**config.mk**
```make
export PLATFORM = sky130hd
export DESIGN_NAME = tail_light_mode_and_pattern_controller_unit
export DESIGN_NICKNAME = d
export VERILOG_FILES = /design/src/sv/tlmp_pkg.sv /design/src/sv/tlmp_pattern.sv /design/src/sv/tlmp_state.sv /design/src/sv/tail_light_mode_and_pattern_controller_unit.sv
export SDC_FILE = /design/constraint.sdc
export NUM_CORES = 1
export LEC_CHECK = 0
export BUFFER_PORTS_ARGS = -buffer_cell sky130_fd_sc_hd__buf_2
export CORE_MARGIN = 1.5
export CORE_UTILIZATION = 30
export DETAILED_ROUTE_END_ITERATION = 10
export PLACE_DENSITY = 0.55
export SETUP_SLACK_MARGIN = 0.1
export SYNTH_ARGS = -nofsm -noshare
export SYNTH_HDL_FRONTEND = slang
export SYNTH_SLANG_ARGS = --single-unit
```
**constraint.sdc**
```tcl
create_clock -name clock -period 6.11 [get_ports clock]
set_input_delay 0.9165 -clock clock [delete_from_list [all_inputs] [get_ports clock]]
set_output_delay 0.9165 -clock clock [all_outputs]
set_load 0.1 [all_outputs]
```
**src/sv/tlmp_pkg.sv**
```systemverilog
// Shared types, constants and tables for the tail light mode and pattern controller.
// No dependencies; used by tlmp_pattern, tlmp_state and the top level.
`timescale 1ns / 1ps

package tlmp_pkg;

   localparam int MODE_COUNT           = 15;
   localparam int HALFSECOND_MS_DEFAULT = 500;
   localparam logic [1:0] LOW_READINGS_TO_ACT = 2'd3;

   // event codes
   localparam logic [1:0] OP_POWER_UP = 2'd0;
   localparam logic [1:0] OP_TICK     = 2'd1;
   localparam logic [1:0] OP_READING  = 2'd2;
   localparam logic [1:0] OP_NONE     = 2'd3;

   // register indexes
   localparam logic [1:0] CSR_LOW_THRESHOLD  = 2'd0;
   localparam logic [1:0] CSR_CRIT_THRESHOLD = 2'd1;
   localparam logic [1:0] CSR_LOCK_HALFSEC   = 2'd2;
   localparam logic [1:0] CSR_PHASE_BELOW    = 2'd3;

   localparam logic [7:0] LOW_THRESHOLD_RST  = 8'd130;
   localparam logic [7:0] CRIT_THRESHOLD_RST = 8'd120;
   localparam logic [7:0] LOCK_HALFSEC_RST   = 8'd6;
   localparam logic [7:0] PHASE_BELOW_RST    = 8'd10;

   // mode values with a pattern of their own
   localparam logic [7:0] MV_READOUT     = 8'd254;
   localparam logic [7:0] MV_HEARTBEAT   = 8'd253;
   localparam logic [7:0] MV_RAMP_SLOW   = 8'd252;
   localparam logic [7:0] MV_RAMP_FAST   = 8'd251;
   localparam logic [7:0] MV_STROBE_SLOW = 8'd82;
   localparam logic [7:0] MV_STROBE_MID  = 8'd41;
   localparam logic [7:0] MV_STROBE_FAST = 8'd15;
   localparam logic [7:0] MV_BIKE_LAST   = 8'd2;

   localparam logic [7:0] BLINK_LEVEL = 8'd39;
   localparam logic [7:0] FULL_LEVEL  = 8'd255;

   localparam logic [3:0]  SEG_HOLD  = 4'd15;
   localparam logic [11:0] HOLD_MS   = 12'd1000;
   localparam logic [11:0] SOLID_MS  = 12'd500;

   localparam logic [6:0] RAMP_SLOW_STEPS = 7'd66;
   localparam logic [6:0] RAMP_SLOW_BASE  = 7'd27;
   localparam logic [6:0] RAMP_FAST_STEPS = 7'd100;
   localparam logic [6:0] RAMP_FAST_BASE  = 7'd9;

   typedef struct packed {
      logic [7:0] low_thr;
      logic [7:0] crit_thr;
      logic [7:0] lock_hs;
      logic [7:0] phase_below;
   } cfg_type;

   typedef struct packed {
      logic [7:0] value;
      logic [3:0] seg;
      logic [6:0] rep;
      logic [7:0] readout;
   } seg_ctx_type;

   typedef struct packed {
      logic [7:0]  level;
      logic [11:0] dur;
      logic [3:0]  seg_next;
      logic [6:0]  rep_next;
      logic        pass_end;
   } seg_plan_type;

   typedef struct packed {
      logic [7:0] pwm_level;
      logic       phase_correct;
      logic [3:0] mode_now;
      logic       is_locked;
      logic       powered_down;
   } status_type;

   // mode index to pattern value; out-of-range index runs as mode 0
   function automatic logic [7:0] mode_value(input logic [3:0] idx);
      logic [7:0] v;
      unique case (idx)
         4'd0:    v = MV_READOUT;
         4'd1:    v = MV_HEARTBEAT;
         4'd2:    v = 8'd0;
         4'd3:    v = 8'd1;
         4'd4:    v = 8'd2;
         4'd5:    v = 8'd4;
         4'd6:    v = 8'd14;
         4'd7:    v = 8'd39;
         4'd8:    v = 8'd120;
         4'd9:    v = 8'd255;
         4'd10:   v = MV_STROBE_SLOW;
         4'd11:   v = MV_STROBE_MID;
         4'd12:   v = MV_STROBE_FAST;
         4'd13:   v = MV_RAMP_SLOW;
         4'd14:   v = MV_RAMP_FAST;
         default: v = MV_READOUT;
      endcase
      return v;
   endfunction

   function automatic logic [11:0] readout_dur(input logic [3:0] seg);
      logic [11:0] d;
      unique case (seg)
         4'd0:    d = 12'd200;
         4'd1:    d = 12'd62;
         4'd2:    d = 12'd248;
         4'd3:    d = 12'd500;
         4'd4:    d = 12'd5;
         4'd5:    d = 12'd20;
         4'd6:    d = 12'd750;
         4'd7:    d = 12'd62;
         4'd8:    d = 12'd248;
         4'd9:    d = 12'd2000;
         default: d = 12'd1;
      endcase
      return d;
   endfunction

   function automatic logic [11:0] heartbeat_dur(input logic [1:0] seg);
      logic [11:0] d;
      unique case (seg)
         2'd0: d = 12'd1;
         2'd1: d = 12'd249;
         2'd2: d = 12'd1;
         2'd3: d = 12'd749;
      endcase
      return d;
   endfunction

endpackage

```
**src/sv/tlmp_pattern.sv**
```systemverilog
// Pattern decoder: level and length of the current segment and the segment that follows.
// Depends on tlmp_pkg.
`timescale 1ns / 1ps

module tlmp_pattern (
   input  tlmp_pkg::seg_ctx_type  ctx,
   output tlmp_pkg::seg_plan_type plan
);

   // battery readout segments
   localparam logic [3:0] RO_LEAD      = 4'd0;
   localparam logic [3:0] RO_VOLT_ON   = 4'd1;
   localparam logic [3:0] RO_VOLT_OFF  = 4'd2;
   localparam logic [3:0] RO_GAP       = 4'd3;
   localparam logic [3:0] RO_DOT_ON    = 4'd4;
   localparam logic [3:0] RO_DOT_OFF   = 4'd5;
   localparam logic [3:0] RO_GAP2      = 4'd6;
   localparam logic [3:0] RO_TENTH_ON  = 4'd7;
   localparam logic [3:0] RO_TENTH_OFF = 4'd8;
   localparam logic [3:0] RO_TAIL      = 4'd9;
   localparam logic [3:0] RO_COUNT     = 4'd10;

   // generic on, off and rest segments of the short patterns, and their limits
   localparam logic [3:0] SEG_ON   = 4'd0;
   localparam logic [3:0] SEG_OFF  = 4'd1;
   localparam logic [3:0] SEG_REST = 4'd2;
   localparam logic [3:0] HB_LAST  = 4'd3;
   localparam logic [6:0] BIKE_REPEATS = 7'd4;

   localparam logic [6:0] RAMP_SLOW_HALF = tlmp_pkg::RAMP_SLOW_STEPS / 2;
   localparam logic [6:0] RAMP_FAST_HALF = tlmp_pkg::RAMP_FAST_STEPS / 2;

   logic [6:0] rep_inc, rep_dec;
   logic [6:0] ramp_slow, ramp_fast;
   logic [3:0] bike_lo_idx, bike_hi_idx;
   logic       is_strobe;

   assign rep_inc = ctx.rep + 7'd1;
   assign rep_dec = (ctx.rep != 7'd0) ? ctx.rep - 7'd1 : 7'd0;

   assign ramp_slow = (ctx.rep < RAMP_SLOW_HALF) ? ctx.rep : tlmp_pkg::RAMP_SLOW_STEPS - ctx.rep;
   assign ramp_fast = (ctx.rep < RAMP_FAST_HALF) ? ctx.rep : tlmp_pkg::RAMP_FAST_STEPS - ctx.rep;

   assign bike_lo_idx = 4'd5 + {2'b00, ctx.value[1:0]};
   assign bike_hi_idx = 4'd7 + {2'b00, ctx.value[1:0]};

   assign is_strobe = (ctx.value == tlmp_pkg::MV_STROBE_SLOW) ||
                      (ctx.value == tlmp_pkg::MV_STROBE_MID)  ||
                      (ctx.value == tlmp_pkg::MV_STROBE_FAST);

   always_comb begin
      plan.level    = 8'd0;
      plan.dur      = 12'd1;
      plan.seg_next = ctx.seg;
      plan.rep_next = ctx.rep;
      plan.pass_end = 1'b0;

      priority if (ctx.value == tlmp_pkg::MV_READOUT) begin
         if (ctx.seg < RO_COUNT) begin
            plan.dur = tlmp_pkg::readout_dur(ctx.seg);
         end
         if (ctx.seg == RO_VOLT_ON || ctx.seg == RO_DOT_ON || ctx.seg == RO_TENTH_ON) begin
            plan.level = tlmp_pkg::BLINK_LEVEL;
         end
         priority case (ctx.seg)
            RO_LEAD: begin
               // volts digit: a zero count skips its blinks
               if (ctx.readout[7:5] != 3'd0) begin
                  plan.seg_next = RO_VOLT_ON;
                  plan.rep_next = {4'd0, ctx.readout[7:5]};
               end else begin
                  plan.seg_next = RO_GAP;
               end
            end
            RO_GAP2: begin
               if (ctx.readout[4:0] != 5'd0) begin
                  plan.seg_next = RO_TENTH_ON;
                  plan.rep_next = {2'd0, ctx.readout[4:0]};
               end else begin
                  plan.seg_next = RO_TAIL;
               end
            end
            RO_VOLT_ON, RO_GAP, RO_DOT_ON, RO_DOT_OFF, RO_TENTH_ON: begin
               plan.seg_next = ctx.seg + 4'd1;
            end
            RO_VOLT_OFF, RO_TENTH_OFF: begin
               plan.rep_next = rep_dec;
               plan.seg_next = (rep_dec != 7'd0) ? ctx.seg - 4'd1 : ctx.seg + 4'd1;
            end
            default: begin
               plan.pass_end = 1'b1;
            end
         endcase
      end else if (ctx.value == tlmp_pkg::MV_HEARTBEAT) begin
         if (ctx.seg <= HB_LAST) begin
            plan.dur   = tlmp_pkg::heartbeat_dur(ctx.seg[1:0]);
            plan.level = ctx.seg[0] ? 8'd0 : tlmp_pkg::FULL_LEVEL;
         end
         if (ctx.seg < HB_LAST) begin
            plan.seg_next = ctx.seg + 4'd1;
         end else begin
            plan.pass_end = 1'b1;
         end
      end else if (ctx.value <= tlmp_pkg::MV_BIKE_LAST) begin
         priority if (ctx.seg == SEG_ON) begin
            plan.level    = tlmp_pkg::mode_value(bike_hi_idx);
            plan.dur      = 12'd5;
            plan.seg_next = SEG_OFF;
         end else if (ctx.seg == SEG_OFF) begin
            plan.level    = tlmp_pkg::mode_value(bike_lo_idx);
            plan.dur      = 12'd65;
            plan.rep_next = rep_inc;
            plan.seg_next = (rep_inc < BIKE_REPEATS) ? SEG_ON : SEG_REST;
         end else begin
            plan.level    = tlmp_pkg::mode_value(bike_lo_idx);
            plan.dur      = 12'd720;
            plan.pass_end = 1'b1;
         end
      end else if (is_strobe) begin
         if (ctx.seg == SEG_ON) begin
            plan.level    = tlmp_pkg::FULL_LEVEL;
            plan.seg_next = SEG_OFF;
         end else begin
            plan.dur      = {4'd0, ctx.value};
            plan.pass_end = 1'b1;
         end
      end else if (ctx.value == tlmp_pkg::MV_RAMP_SLOW ||
                   ctx.value == tlmp_pkg::MV_RAMP_FAST) begin
         if (ctx.seg == SEG_ON) begin
            plan.level    = tlmp_pkg::FULL_LEVEL;
            plan.seg_next = SEG_OFF;
         end else begin
            if (ctx.value == tlmp_pkg::MV_RAMP_SLOW) begin
               plan.dur = {4'd0, 7'(ramp_slow + tlmp_pkg::RAMP_SLOW_BASE), 1'b0};
            end else begin
               plan.dur = {5'd0, 7'(ramp_fast + tlmp_pkg::RAMP_FAST_BASE)};
            end
            plan.rep_next = rep_inc;
            if (ctx.seg == SEG_OFF &&
                rep_inc < ((ctx.value == tlmp_pkg::MV_RAMP_SLOW) ?
                           tlmp_pkg::RAMP_SLOW_STEPS : tlmp_pkg::RAMP_FAST_STEPS)) begin
               plan.seg_next = SEG_ON;
            end else begin
               plan.pass_end = 1'b1;
            end
         end
      end else begin
         // solid level, one fixed-length pass
         plan.level    = ctx.value;
         plan.dur      = tlmp_pkg::SOLID_MS;
         plan.pass_end = 1'b1;
      end
   end

endmodule

```
**src/sv/tlmp_state.sv**
```systemverilog
// Controller state: mode selection, lock timer, segment sequencing and battery checks.
// Depends on tlmp_pkg and tlmp_pattern.
`timescale 1ns / 1ps

module tlmp_state #(
   parameter int HALFSECOND_MS = tlmp_pkg::HALFSECOND_MS_DEFAULT
) (
   input  logic                 clock,
   input  logic                 reset,
   input  logic                 fire,
   input  logic [1:0]           op,
   input  logic                 short_press,
   input  logic [7:0]           adc_value,
   input  logic [7:0]           readout_code,
   input  tlmp_pkg::cfg_type    cfg,
   output tlmp_pkg::status_type status
);

   localparam int MsWidth = (HALFSECOND_MS > 1) ? $clog2(HALFSECOND_MS) : 1;
   localparam logic [MsWidth-1:0] MsLast = MsWidth'(HALFSECOND_MS - 1);
   localparam logic [3:0] ModeLast = 4'(tlmp_pkg::MODE_COUNT - 1);

   logic [3:0]         rem_mode_ff, rem_mode_in;
   logic               lock_ff, lock_in;
   logic [3:0]         run_mode_ff, run_mode_in;
   logic [MsWidth-1:0] ms_ff, ms_in;
   logic [7:0]         hs_cnt_ff, hs_cnt_in;
   logic [3:0]         seg_ff, seg_in;
   logic [6:0]         rep_ff, rep_in;
   logic [11:0]        timer_ff, timer_in;
   logic [1:0]         low_cnt_ff, low_cnt_in;
   logic               pending_ff, pending_in;
   logic [7:0]         adc_ff, adc_in;
   logic [7:0]         readout_ff, readout_in;
   logic               pwm_kind_ff, pwm_kind_in;
   logic               shutdown_ff, shutdown_in;
   logic [7:0]         level_ff, level_in;

   tlmp_pkg::seg_ctx_type  ctx;
   tlmp_pkg::seg_plan_type plan;

   logic [3:0]  resume_mode, wake_mode;
   logic [7:0]  hs_sat;
   logic        in_hold;
   logic [11:0] seg_dur, timer_inc;
   logic [7:0]  thr;
   logic [1:0]  low_next;

   assign ctx.value   = tlmp_pkg::mode_value(run_mode_ff);
   assign ctx.seg     = seg_ff;
   assign ctx.rep     = rep_ff;
   assign ctx.readout = readout_ff;

   tlmp_pattern u_pattern (
      .ctx  (ctx),
      .plan (plan)
   );

   // mode picked by a power-up event
   assign resume_mode = (rem_mode_ff <= ModeLast) ? rem_mode_ff : 4'd0;
   always_comb begin
      wake_mode = resume_mode;
      if (!lock_ff) begin
         wake_mode = (resume_mode >= ModeLast) ? 4'd0 : resume_mode + 4'd1;
      end
      if (!short_press) begin
         wake_mode = 4'd0;
      end
   end

   assign hs_sat    = (hs_cnt_ff == 8'hFF) ? hs_cnt_ff : hs_cnt_ff + 8'd1;
   assign in_hold   = (seg_ff == tlmp_pkg::SEG_HOLD);
   assign seg_dur   = in_hold ? tlmp_pkg::HOLD_MS : plan.dur;
   assign timer_inc = timer_ff + 12'd1;
   assign thr       = (run_mode_ff == 4'd0) ? cfg.crit_thr : cfg.low_thr;
   assign low_next  = (adc_ff < thr) ?
                      ((low_cnt_ff == 2'd3) ? low_cnt_ff : low_cnt_ff + 2'd1) : 2'd0;

   always_comb begin
      rem_mode_in = rem_mode_ff;
      lock_in     = lock_ff;
      run_mode_in = run_mode_ff;
      ms_in       = ms_ff;
      hs_cnt_in   = hs_cnt_ff;
      seg_in      = seg_ff;
      rep_in      = rep_ff;
      timer_in    = timer_ff;
      low_cnt_in  = low_cnt_ff;
      pending_in  = pending_ff;
      adc_in      = adc_ff;
      readout_in  = readout_ff;
      pwm_kind_in = pwm_kind_ff;
      shutdown_in = shutdown_ff;
      level_in    = level_ff;

      if (fire) begin
         unique case (op)
            tlmp_pkg::OP_POWER_UP: begin
               rem_mode_in = wake_mode;
               run_mode_in = wake_mode;
               if (!short_press) begin
                  lock_in = 1'b0;
               end
               pwm_kind_in = (tlmp_pkg::mode_value(wake_mode) < cfg.phase_below);
               ms_in       = '0;
               hs_cnt_in   = 8'd0;
               seg_in      = 4'd0;
               rep_in      = 7'd0;
               timer_in    = 12'd0;
               low_cnt_in  = 2'd0;
               pending_in  = 1'b0;
               shutdown_in = 1'b0;
               level_in    = 8'd0;
            end
            tlmp_pkg::OP_READING: begin
               adc_in     = adc_value;
               readout_in = readout_code;
               pending_in = 1'b1;
            end
            tlmp_pkg::OP_TICK: begin
               if (!shutdown_ff) begin
                  // lock timer runs only until the lock engages
                  if (!lock_ff) begin
                     if (ms_ff == MsLast) begin
                        ms_in     = '0;
                        hs_cnt_in = hs_sat;
                        if (hs_sat >= cfg.lock_hs) begin
                           lock_in = 1'b1;
                        end
                     end else begin
                        ms_in = ms_ff + MsWidth'(1);
                     end
                  end
                  // step-down hold keeps the last level
                  if (!in_hold) begin
                     level_in = plan.level;
                  end
                  if (timer_inc >= seg_dur) begin
                     timer_in = 12'd0;
                     if (in_hold) begin
                        seg_in = 4'd0;
                        rep_in = 7'd0;
                     end else if (!plan.pass_end) begin
                        seg_in = plan.seg_next;
                        rep_in = plan.rep_next;
                     end else begin
                        seg_in = 4'd0;
                        rep_in = 7'd0;
                        if (pending_ff) begin
                           pending_in = 1'b0;
                           if (low_next >= tlmp_pkg::LOW_READINGS_TO_ACT) begin
                              low_cnt_in = 2'd0;
                              if (run_mode_ff != 4'd0) begin
                                 run_mode_in = 4'd0;
                                 seg_in      = tlmp_pkg::SEG_HOLD;
                              end else begin
                                 shutdown_in = 1'b1;
                                 level_in    = 8'd0;
                              end
                           end else begin
                              low_cnt_in = low_next;
                           end
                        end
                     end
                  end else begin
                     timer_in = timer_inc;
                  end
               end
            end
            default: begin
            end
         endcase
      end
   end

   always_ff @(posedge clock) begin
      if (reset) begin
         rem_mode_ff <= 4'd0;
         lock_ff     <= 1'b0;
         run_mode_ff <= 4'd0;
         ms_ff       <= '0;
         hs_cnt_ff   <= 8'd0;
         seg_ff      <= 4'd0;
         rep_ff      <= 7'd0;
         timer_ff    <= 12'd0;
         low_cnt_ff  <= 2'd0;
         pending_ff  <= 1'b0;
         adc_ff      <= 8'd0;
         readout_ff  <= 8'd0;
         pwm_kind_ff <= 1'b0;
         shutdown_ff <= 1'b0;
         level_ff    <= 8'd0;
      end else begin
         rem_mode_ff <= rem_mode_in;
         lock_ff     <= lock_in;
         run_mode_ff <= run_mode_in;
         ms_ff       <= ms_in;
         hs_cnt_ff   <= hs_cnt_in;
         seg_ff      <= seg_in;
         rep_ff      <= rep_in;
         timer_ff    <= timer_in;
         low_cnt_ff  <= low_cnt_in;
         pending_ff  <= pending_in;
         adc_ff      <= adc_in;
         readout_ff  <= readout_in;
         pwm_kind_ff <= pwm_kind_in;
         shutdown_ff <= shutdown_in;
         level_ff    <= level_in;
      end
   end

   assign status.pwm_level     = shutdown_in ? 8'd0 : level_in;
   assign status.phase_correct = pwm_kind_in;
   assign status.mode_now      = run_mode_in;
   assign status.is_locked     = lock_in;
   assign status.powered_down  = shutdown_in;

endmodule

```
**src/sv/tail_light_mode_and_pattern_controller_unit.sv**
```systemverilog
// Path: an accepted word goes into the input register, then into the result register,
// which drives rsp_*. Throughput: one word per cycle while rsp_stall is low; while a
// finished result waits on rsp_stall, the input register holds one more word and req_stall rises.
// Reset (synchronous, active high): controller state clears, mode 0, unlocked, and
// the thresholds return to 130 / 120, lock after 6 half-seconds, phase-correct below 10.
`timescale 1ns / 1ps

// Top level of the tail light mode and pattern controller.
// Depends on tlmp_pkg and tlmp_state (which holds tlmp_pattern).
module tail_light_mode_and_pattern_controller_unit #(
   parameter int HALFSECOND_MS = tlmp_pkg::HALFSECOND_MS_DEFAULT
) (
   input  logic       clock,
   input  logic       reset,
   // input events
   input  logic       req_valid,
   output logic       req_stall,
   input  logic [1:0] req_op,
   input  logic       req_short_press,
   input  logic [7:0] req_adc_value,
   input  logic [7:0] req_readout_code,
   // per-event status word
   output logic       rsp_valid,
   input  logic       rsp_stall,
   output logic [7:0] rsp_pwm_level,
   output logic       rsp_phase_correct,
   output logic [3:0] rsp_mode_now,
   output logic       rsp_is_locked,
   output logic       rsp_powered_down,
   // register writes
   input  logic       csr_write_en,
   input  logic [1:0] csr_index,
   input  logic [7:0] csr_data
);

   // Input register: holds one event word until the result register has room.
   logic       in_valid_ff, in_valid_in;
   logic [1:0] op_ff;
   logic       short_ff;
   logic [7:0] adc_ff;
   logic [7:0] readout_ff;

   // Result register.
   logic                 rsp_valid_ff, rsp_valid_in;
   tlmp_pkg::status_type rsp_ff;
   tlmp_pkg::status_type status;

   tlmp_pkg::cfg_type cfg_ff, cfg_in;

   logic req_take;
   logic advance;

   // The event in the input register is processed (and the state updated) in the
   // cycle it moves into the result register; the next event already sees it.
   assign advance   = in_valid_ff && (!rsp_valid_ff || !rsp_stall);
   assign req_stall = in_valid_ff && !advance;
   assign req_take  = req_valid && !req_stall;

   assign in_valid_in  = req_take ? 1'b1 : (advance ? 1'b0 : in_valid_ff);
   assign rsp_valid_in = advance ? 1'b1 : (rsp_stall ? rsp_valid_ff : 1'b0);

   always_ff @(posedge clock) begin
      if (reset) begin
         in_valid_ff  <= 1'b0;
         rsp_valid_ff <= 1'b0;
      end else begin
         in_valid_ff  <= in_valid_in;
         rsp_valid_ff <= rsp_valid_in;
      end
   end

   // payload registers, no reset needed
   always_ff @(posedge clock) begin
      if (req_take) begin
         op_ff      <= req_op;
         short_ff   <= req_short_press;
         adc_ff     <= req_adc_value;
         readout_ff <= req_readout_code;
      end
      if (advance) begin
         rsp_ff <= status;
      end
   end

   // Configuration registers; the user must write them only while the block is quiet (not enforced here).
   always_comb begin
      cfg_in = cfg_ff;
      if (csr_write_en) begin
         unique case (csr_index)
            tlmp_pkg::CSR_LOW_THRESHOLD:  cfg_in.low_thr     = csr_data;
            tlmp_pkg::CSR_CRIT_THRESHOLD: cfg_in.crit_thr    = csr_data;
            tlmp_pkg::CSR_LOCK_HALFSEC:   cfg_in.lock_hs     = csr_data;
            tlmp_pkg::CSR_PHASE_BELOW:    cfg_in.phase_below = csr_data;
         endcase
      end
   end

   always_ff @(posedge clock) begin
      if (reset) begin
         cfg_ff.low_thr     <= tlmp_pkg::LOW_THRESHOLD_RST;
         cfg_ff.crit_thr    <= tlmp_pkg::CRIT_THRESHOLD_RST;
         cfg_ff.lock_hs     <= tlmp_pkg::LOCK_HALFSEC_RST;
         cfg_ff.phase_below <= tlmp_pkg::PHASE_BELOW_RST;
      end else begin
         cfg_ff <= cfg_in;
      end
   end

   // All per-event work: mode pick, lock timer, segment step, battery judgment.
   tlmp_state #(
      .HALFSECOND_MS (HALFSECOND_MS)
   ) u_state (
      .clock        (clock),
      .reset        (reset),
      .fire         (advance),
      .op           (op_ff),
      .short_press  (short_ff),
      .adc_value    (adc_ff),
      .readout_code (readout_ff),
      .cfg          (cfg_ff),
      .status       (status)
   );

   assign rsp_valid         = rsp_valid_ff;
   assign rsp_pwm_level     = rsp_ff.pwm_level;
   assign rsp_phase_correct = rsp_ff.phase_correct;
   assign rsp_mode_now      = rsp_ff.mode_now;
   assign rsp_is_locked     = rsp_ff.is_locked;
   assign rsp_powered_down  = rsp_ff.powered_down;

endmodule

```
==> Yosys cells after proc, flatten, opt, wreduce, memory -nomap -nowiden <==
Memory sizes are Yosys's and may differ from the RTL's. A register that Yosys moved wholly into a read port is not among the register bits.
Index checks and enable logic that the tools add are counted.
{ "classes": {"n_bitwise": 0, "n_eq_ne": 49, "n_reduce_logical": 44, "n_mux": 137, "shift": 0, "mul": 0, "n_addsub": 15, "div_mod_pow": 0, "magnitude_cmp": 15} }
{ "op_table": {"columns": ["cell", "n"], "rows": [
  ["8-bit 2-to-1 mux", 22],
  ["4-bit 2-to-1 mux", 28],
  ["7-bit 2-to-1 mux", 11],
  ["24-bit 2-to-1 mux", 3],
  ["32-bit 2-to-1 mux", 2],
  ["12-bit 2-to-1 mux", 5],
  ["20-bit 2-to-1 mux", 3],
  ["8-bit == test (second input constant)", 5],
  ["8-bit by 6-bit != test with 1-bit output (second input constant)", 5],
  ["12-bit case mux with 3 select lines", 1],
  ["1-bit 2-to-1 mux", 32],
  ["8-bit case mux with 2 select lines", 2],
  ["6-bit by 4-bit != test with 1-bit output (second input constant)", 5],
  ["9-bit 2-to-1 mux", 3],
  ["12-bit case mux with 2 select lines", 1],
  ["11-bit 2-to-1 mux", 2],
  ["7-bit case mux with 3 select lines", 1],
  ["2-bit 2-to-1 mux", 10],
  ["9-bit case mux with 2 select lines", 1],
  ["4-bit by 3-bit == test with 1-bit output (second input constant)", 4],
  ["8-bit less-than comparator", 2],
  ["4-bit case mux with 2 select lines", 2],
  ["4-bit case mux with 4 select lines", 1],
  ["5-bit by 3-bit != test with 1-bit output (second input constant)", 3],
  ["62 further kinds", 106]
]} }
{ "totals": {"output_inout_bits": 17, "ramBits": 0, "wordCells": 296, "latch_bits": 0, "inputBits": 34, "rom_bits": 816, "ff_bits": 146, "memories": 6} }
{ "mem_list": {"columns": ["name", "depth", "width", "read_ports", "rd_ports_with_merged_regs", "write_ports", "line_no", "text"], "rows": [
  ["(name not given)", 16, 11, 1, 1, 0, "tlmp_pkg.sv:106", "unique case (seg)"],
  ["(name not given)", 16, 8, 1, 0, 0, "tlmp_pkg.sv:83", "unique case (idx)"],
  ["(name not given)", 16, 8, 1, 1, 0, "tlmp_pkg.sv:83", null],
  ["(name not given)", 16, 8, 1, 0, 0, "tlmp_pkg.sv:83", null],
  ["(name not given)", 16, 8, 1, 0, 0, "tlmp_pkg.sv:83", null],
  ["(name not given)", 16, 8, 1, 0, 0, "tlmp_pkg.sv:83", null]
]} }

==> Depth between registers and ports, before layout <==
Gate-level depths: netlist of the first run.
{ "logic_depth": {"ltp_word": 21, "mapped_depth": 27, "depth_no_buf": 24} }

==> Hierarchy <==
From an unflattened synthesis of the first run, not the netlist that was laid out.
{ "unflattened": {"hier_cells": 1256, "area_unflattened_um2": 10366.2} }
{ "by_module_without_submodules": {"columns": ["module", "seq_area_each_um2", "area_per_inst_um2", "cells_per_inst", "n_inst"], "rows": [
  ["tlmp_state", 1701.6, 5281.3, 659, 1],
  ["tlmp_pattern", 0.0, 2680.1, 429, 1],
  ["tail_light_mode_and_pattern_controller_unit", 1701.6, 2404.8, 168, 1]
]} }

==> Least setup slack after synthesis of the first run <==
Ideal clock, no wire load.
{ "synth_path": {"path_kind": "reg2reg", "startpoint": "register u_state.rep_ff[2]", "endpoint": "register, netlist name u_state.ctx[22]", "arrival_time_ps": 4889, "n_path_buf": 2, "required_ps": 5988, "period_less_slack_ps": 5011, "setup_time_ps": 122, "setup_slack_ps": 1099, "path_stages_with_launch": 25, "cell_sequence": "dfxtp_1 > buf_2 > or3_1 > o31a_1 > or3_1 > a21o_1 > a222oi_1 > and2_1 > xor2_1 > o211ai_1 > and3_1 > ha_1 > a21oi_1 > o211a_1 > o21ai_0 > a21oi_2 > o211ai_1 > and3_1 > clkbuf_1 > nor2_1 > inv_1 > ha_1 > nor2_1 > nor2_1 > o32a_1"} }
{ "synth_between": {"elab_chain_cells": 17, "elab_cells_between_ends": 32, "cone_classes": "add/sub: 5; order compare: 4; mux: 22; reduce/logical: 1"} }
{ "synth_lines": {"columns": ["item", "line_no", "text"], "rows": [
  ["start, declared", "tlmp_state.sv:29", "logic [6:0] rep_ff, rep_in;"],
  ["start signal, assigned", "tlmp_state.sv:200", "rep_ff <= rep_in;"],
  ["7-bit subtractor (tied with other cells)", "tlmp_pattern.sv:42", "assign ramp_fast = (ctx.rep < RAMP_FAST_HALF) ? ctx.rep : tlmp_pkg::RAMP_FAST_STEPS - ctx.rep;"],
  ["7-bit 2-to-1 mux (tied with other cells)", "tlmp_pattern.sv:42", null],
  ["7-bit by 4-bit adder with 7-bit output (tied with other cells)", "tlmp_pattern.sv:136", "plan.dur = {5'd0, 7'(ramp_fast + tlmp_pkg::RAMP_FAST_BASE)};"],
  ["8-bit 2-to-1 mux / 1-bit 2-to-1 mux (equally long branches)", "tlmp_pattern.sv:133, tlmp_pattern.sv:139", null],
  ["12-bit 2-to-1 mux / 8-bit 2-to-1 mux (equally long branches)", "tlmp_pattern.sv:129", "if (ctx.seg == SEG_ON) begin"],
  ["20-bit 2-to-1 mux / 1-bit 2-to-1 mux (equally long branches)", "tlmp_pattern.sv:127", "end else if (ctx.value == tlmp_pkg::MV_RAMP_SLOW ||"],
  ["24-bit 2-to-1 mux / 1-bit 2-to-1 mux (equally long branches)", "tlmp_pattern.sv:119", "end else if (is_strobe) begin"],
  ["32-bit 2-to-1 mux *", "tlmp_pattern.sv:104", "end else if (ctx.value <= tlmp_pkg::MV_BIKE_LAST) begin"],
  ["24-bit 2-to-1 mux / 1-bit 2-to-1 mux (equally long branches)", "tlmp_pattern.sv:94", "end else if (ctx.value == tlmp_pkg::MV_HEARTBEAT) begin"],
  ["32-bit 2-to-1 mux *", "tlmp_pattern.sv:58", "priority if (ctx.value == tlmp_pkg::MV_READOUT) begin"],
  ["12-bit 2-to-1 mux / 4-bit 2-to-1 mux (equally long branches)", "tlmp_state.sv:73, tlmp_state.sv:143", null],
  ["12-bit >= comparator / 4-bit 2-to-1 mux (equally long branches)", "tlmp_state.sv:138, tlmp_state.sv:140", null],
  ["4-bit 2-to-1 mux *", "tlmp_state.sv:138", "if (timer_inc >= seg_dur) begin"],
  ["4-bit 2-to-1 mux *", "tlmp_state.sv:121", "if (!shutdown_ff) begin"],
  ["4-bit case mux with 2 select lines *", "tlmp_state.sv:97", "unique case (op)"],
  ["4-bit 2-to-1 mux *", "tlmp_state.sv:96", "if (fire) begin"],
  ["4-bit 2-to-1 mux (no line) *", null, null]
]} }
Mark *: on every way between the ends. The rest lies on a longest branch, timed or not. The select of a mux whose other input is x is not followed.
A chain may end at the register's enable or synchronous reset.

==> run metrics, run 1 <==
Worst Reg2Reg Path Length in Cells 19; CP Data Required Time 6.46 ns; post-synthesis sequential area ratio 0.352; Boundary Pins 51; Clock Root Buffer clkbuf_16; leakage 0.00436 uW; first-pass GRT wire length 45,100 um; total iterations of the first detailed-routing run 5; Placed Cells 1,692; row cnt 67; critical path capture point type register; full die area 35,200 um^2; # clock sinks 163; Post-Route Utilization 0.341; Comb power frac 0.126; Largest stage delay, worst path 0.63 ns; number of global-route vias before repair 8,562; Hold EP cfg_ff[7]; Switch Pwr 698 uW; Sequential Power Share 0.452; critical path class reg2reg; Die X 188 um; CTS tree yes; Final Wtd Congestion 0.862; non-filler cells, final 1,724; r2r setup slk 0.62 ns; Netlist cell types 90; part of the cycle the worst path needs 0.898; CP Cell Sequence inv_1 -> ha_1 -> o21ai_0 -> a21o_1 -> a222oi_1 -> and2_1 -> xor2_1 -> o211ai_1 -> and3_1 -> ha_1 -> and4_1 -> o21ai_0 -> o21ai_0 -> a21oi_4 -> nand2b_1 -> or4_1 -> and3b_1 -> nand2b_4 -> a211oi_1; Pins Over Slew Limit 0; actual slew at the worst max-slew pin 1.08 ns; Synthesis Warnings 0; Post-Synthesis Cells 1,250; Most used DFF post-synth dfxtp_1; Hold Crit Class reg2reg; synthesized net count 1,349; max cap viols 0; global routing's busiest layer met2; hold_buf cts 0; drt wl/cell 16.0 um; flops & latches, synth 163; post-synthesis average cell area 8.19 um^2; initial antenna violation count 0; M1 GR Usage 0.215; largest net degree at the start of global routing 84; CP Max Fanout 15; RR Startpoint u_state.rep_ff[0]; core area 33,500 um^2; most common cell after layout, fill and taps aside nand2_1; CP most frequent cell o21ai_0; met3 usage 0.0275; clk buf depth 2; Hold Path Cell Cnt 2; maximum vdd drop 192 uV; Clk network pwr share 0.422; initial core utilization 0.305; GR Layer Usage met2 0.254; Worst-path clk slew 0.06 ns; fmax 0.182 GHz; final setup vio count 0; worst skew pair latency 0.45 ns; P&R area growth vs syn 11.8%; most frequent cells in the layout nand2_1, dfxtp_1, nor2_1, a21oi_1, ha_1; initial DRC count 668; # H-tree levels 4; DRC viols 0; hold wc startpoint cfg_ff[7]; drt total wl 27,500 um; post-route ant nets 0; status completed; RSZ-0062 raised after global routing false; Die Ht 188 um; Nets 1,362; ANT cells 0; Final Skew 0.0153 ns; Syn Std Cell Area 10,200 um^2; TNS Setup 0 ns; share of cells above drive strength 1 0.100; pwr dens 222 nW/um^2; Vias 8,983; Slowest-stage cell, CP dfxtp_1; clock period minus worst slack 5.49 ns; relative slew slack 0.274; hpwl dp 20,200 um; Internal Power 1840 uW; ys async rst share 0; total global-route track usage 0.158; CTS Buf Count 17; Switching Share 0.275; IO Port Bufs 50; GR Overflow Total 0; Worst Setup Start Kind register; Critical Path AT 5.83 ns; DR vias/cell 5.21; EDFF count, synth 34; Final Hold Fails 0
[kinds of logic after synthesis]
group / after synthesis / share of synthesized area
compound gates: 347 / 0.223
fa+ha+maj: 65 / 0.0795
xor+xnor: 44 / 0.0377
simple gates: 486 / 0.233
flops: 163 / 0.352
buf+inv: 119 / 0.0485
mux: 26 / 0.0260
[worst max-delay path by stage]
stage,startpoint,to,slack [ns],cells after the start
after floorplan,u_state.rep_ff[2],u_state.ctx[22],1.10,24
after global placement,u_state.rep_ff[1],u_state.ctx[20],0.75,20
after detailed placement,u_state.rep_ff[1],register,0.62,19
after CTS,u_state.rep_ff[0],register,0.59,19
after global routing,u_state.rep_ff[1],register,0.18,20
final,u_state.rep_ff[0],register,0.62,19
[worst max-delay path, delay by kind of cell (launching register included)]
kind            cells  cell delay [ns]
compound gates      8             1.76
xor+xnor            1             0.15
flops               1             0.63
simple gates        7             1.91
buf+inv             1             0.17
fa+ha+maj           2             0.76
[registers in the layout, indices dropped and copies added (netlist names), 7 cells and up, named ones only]
register,flops
u_state.rep_ff,7
cfg_ff,32
u_state.readout_ff,8
u_state.adc_ff,8
u_state.level_ff,8
u_state.hs_cnt_ff,8
u_state.ms_ff,9
u_state.ctx,7
rsp_pwm_level,8
readout_ff,8
u_state.timer_ff,12
adc_ff,8
[synthesized netlist by cell type, types with 21 or more instances]
library cell  count  area share
nand3_1          47       0.023
mux2i_1          21       0.021
ha_1             65       0.079
xnor2_1          23       0.020
a21oi_1         109       0.053
nor3_1           22       0.011
inv_1            46       0.017
xor2_1           21       0.018
edfxtp_1         34        0.10
nor2_1          123       0.045
clkbuf_1         51       0.019
nand2_1         155       0.057
o21ai_0          64       0.031
dfxtp_1         129        0.25
[repair_timing]
item / CTS / global route
gates resized for setup: 0 / 3
setup endpoints to repair: 0 / 5
buffers inserted: 0 / 0
[per-stage QoR]
step	instance area (um^2)	hold WS, ns	total power, uW	worst slack (ns)
detailed placement	10900	0.449	1490	0.618
finish	11400	0.455	2540	0.624
CTS	11400	0.457	2570	0.586
floorplan	10200	0.435	1390	1.10
global route	11400	0.479	2640	0.185
global placement	10900	0.446	1490	0.748
[final cells by class]
class,count,area (um^2)
multi-input cells,968,6150
well taps,448,561
repair buffers,65,365
flip-flops and latches,163,3600
clock buffers,18,429
inverters,48,180
clock inverters,14,154
fillers,3583,22100
[power by group through the flow]
stage / Clock, uW / Sequential, uW / Combinational, uW
5_1_grt: 1140 / 1150 / 354
4_1_cts: 1100 / 1150 / 321
2_1_floorplan: 0 / 1200 / 197
6_report: 1070 / 1150 / 320
3_5_place_dp: 0 / 1170 / 319
3_3_place_gp: 0 / 1170 / 318
[routing by layer]
layer / up-vias / share of wire
met5: - / 0
met4: 0 / 0.015
met3: 25 / 0.038
met2: 192 / 0.46
met1: 4217 / 0.49
li1: 4549 / -
No activity file was read; power rests on OpenSTA's default activity.
==> run 2: changes to the inputs <==
--- a/config.mk
+++ b/config.mk
@@ -9,6 +9,7 @@
 export CORE_MARGIN = 1.5
 export CORE_UTILIZATION = 30
 export DETAILED_ROUTE_END_ITERATION = 10
+export MAX_ROUTING_LAYER = met4
 export PLACE_DENSITY = 0.55
 export SETUP_SLACK_MARGIN = 0.1
 export SYNTH_ARGS = -nofsm -noshare
==> run metrics, run 2 (synthesis results as in run 1) <==
status completed; Final Hold Fails 0; Regs by FF count cfg_ff: 32 flops, u_state.timer_ff: 12 flops, u_state.ms_ff: 9 flops; setup slack after placement 0.709 ns; Final WS setup 0.659 ns; post-route ant nets 0; Clk network pwr share 0.397; actual slew at the worst max-slew pin 1.09 ns; pwr dens 214 nW/um^2; drt wl/cell 15.8 um; clk buf depth 2; final setup vio count 0; # clock sinks 163; Slowest-stage cell, CP dfxtp_1; fmax 0.183 GHz; # H-tree levels 4; full die area 35,200 um^2; Hold Crit Class reg2reg; Switch Pwr 682 uW; initial DRC count 593; worst skew pair latency 0.44 ns; max cap viols 0; critical path class reg2reg; largest net degree at the start of global routing 84; row cnt 67; Clock Root Buffer clkbuf_16; DR vias/cell 5.20; total power 2430 uW; drt total wl 27,300 um; CTS Buf Count 17; Pins Over Slew Limit 0; ANT cells 0; Switching Share 0.281; critical path capture point type register; hold wc startpoint cfg_ff[6]; number of global-route vias before repair 8,702; Die X 188 um; hpwl dp 20,100 um; CP Cell Sequence o311a_1 -> or2_2 -> o21ai_0 -> ha_1 -> a21oi_1 -> xnor2_1 -> a2111oi_0 -> o21ai_0 -> a41o_1 -> ha_1 -> and4_1 -> o21ai_0 -> o21ai_0 -> a21oi_2 -> o211ai_1 -> and3_1 -> nor2_1 -> inv_1 -> ha_1 -> nor2_1 -> nor2_1 -> o32a_1; TNS Setup 0 ns; part of the cycle the worst path needs 0.892; Hold Path Cell Cnt 2; RSZ-0062 raised after global routing false; initial antenna violation count 0; Boundary Pins 51; core area 33,500 um^2; initial core utilization 0.305; crit-path leading delay family compound AO/OA/AOI/OAI gates; R2R Path End u_state.ctx[22]; crit path buf inv count 1; CP Max Fanout 16; Layout fillers 3,576; most frequent cells in the layout nand2_1, dfxtp_1, nor2_1, a21oi_1, ha_1; Nets 1,363; GR Overflow Total 0; total global-route track usage 0.163; CP most frequent cell o21ai_0; Hold EP cfg_ff[6]; Final Skew 0.0135 ns; most flop-heavy register cfg_ff; P&R area growth vs syn 11.2%; total iterations of the first detailed-routing run 7; Post-CTS Resized 0; first-pass GRT wire length 45,100 um; Worst Setup Start Kind register; Internal Power 1750 uW; CTS tree yes; Worst-path clk slew 0.07 ns; Largest stage delay, worst path 0.47 ns; clock period minus worst slack 5.45 ns; share of cells above drive strength 1 0.0979; Critical Path AT 5.78 ns; maximum vdd drop 219 uV; max reg flops 32; Die Ht 188 um; Sequential Power Share 0.471; IO Port Bufs 50; DRC viols 0; CP Data Required Time 6.44 ns; hold_buf cts 0; Worst Reg2Reg Path Length in Cells 22; most common cell after layout, fill and taps aside nand2_1; RR Startpoint u_state.rep_ff[1]; r2r setup slk 0.66 ns; postcts setup bufs 0; Comb power frac 0.132; Vias 8,978; relative slew slack 0.268; Final Wtd Congestion 0.878; leakage 0.00433 uW
run 2: worst max path at each step:
stage	endpoint	from	cells after the start	slack, ns
finish	u_state.ctx[22]	u_state.rep_ff[1]	22	0.66
global route	register	u_state.rep_ff[1]	19	0.13
CTS	u_state.ctx[22]	u_state.rep_ff[1]	22	0.70
detailed placement	u_state.ctx[22]	u_state.rep_ff[1]	22	0.71
global placement	u_state.ctx[22]	u_state.rep_ff[1]	22	0.78
floorplan	u_state.ctx[22]	u_state.rep_ff[2]	24	1.10
run 2: worst min-delay path, cell delays in order (launching register included):
cell     delay [ns]
dfxtp_1        0.31
nand2_1        0.05
a21oi_1        0.05
run 2: through the flow:
step,hold slack [ns],cell area (um^2),utilization,cells
after floorplan,0.435,10200,-,1250
after global placement,0.448,10900,0.324,1693
after detailed placement,0.450,10900,0.324,1693
after CTS,0.460,11400,0.339,1725
after global routing,0.478,11400,0.339,1725
final,0.460,11400,0.339,1725
run 2: cell type report:
| cell class | instances | area, um^2 | share of cell area |
|---|---|---|---|
| multi-input cells | 968 | 6140 | 0.540 |
| flip-flops and latches | 163 | 3600 | 0.317 |
| well taps | 448 | 561 | 0.0493 |
| clock buffers | 20 | 437 | 0.0384 |
| repair buffers | 66 | 373 | 0.0328 |
| inverters | 48 | 180 | 0.0158 |
| clock inverters | 12 | 82.6 | 0.00726 |
run 2: power by group through the flow:
stage | sequential [uW] | combinational (uW) | clock (uW)
after global placement | 1170 | 318 | 0
final | 1150 | 320 | 967
after floorplan | 1200 | 197 | 0
after global routing | 1150 | 353 | 1040
after CTS | 1150 | 320 | 997
after detailed placement | 1170 | 318 | 0
run 2: metal layers:
layer  vias up  part of all wire  routed length [um]  track usage
li1       4550                 -                   -            -
met4         0             0.020                 558       0.0535
met3        39             0.042                1140       0.0328
met1      4153              0.49               13300        0.214
met5         -                 0                   0            -
met2       236              0.45               12300        0.251
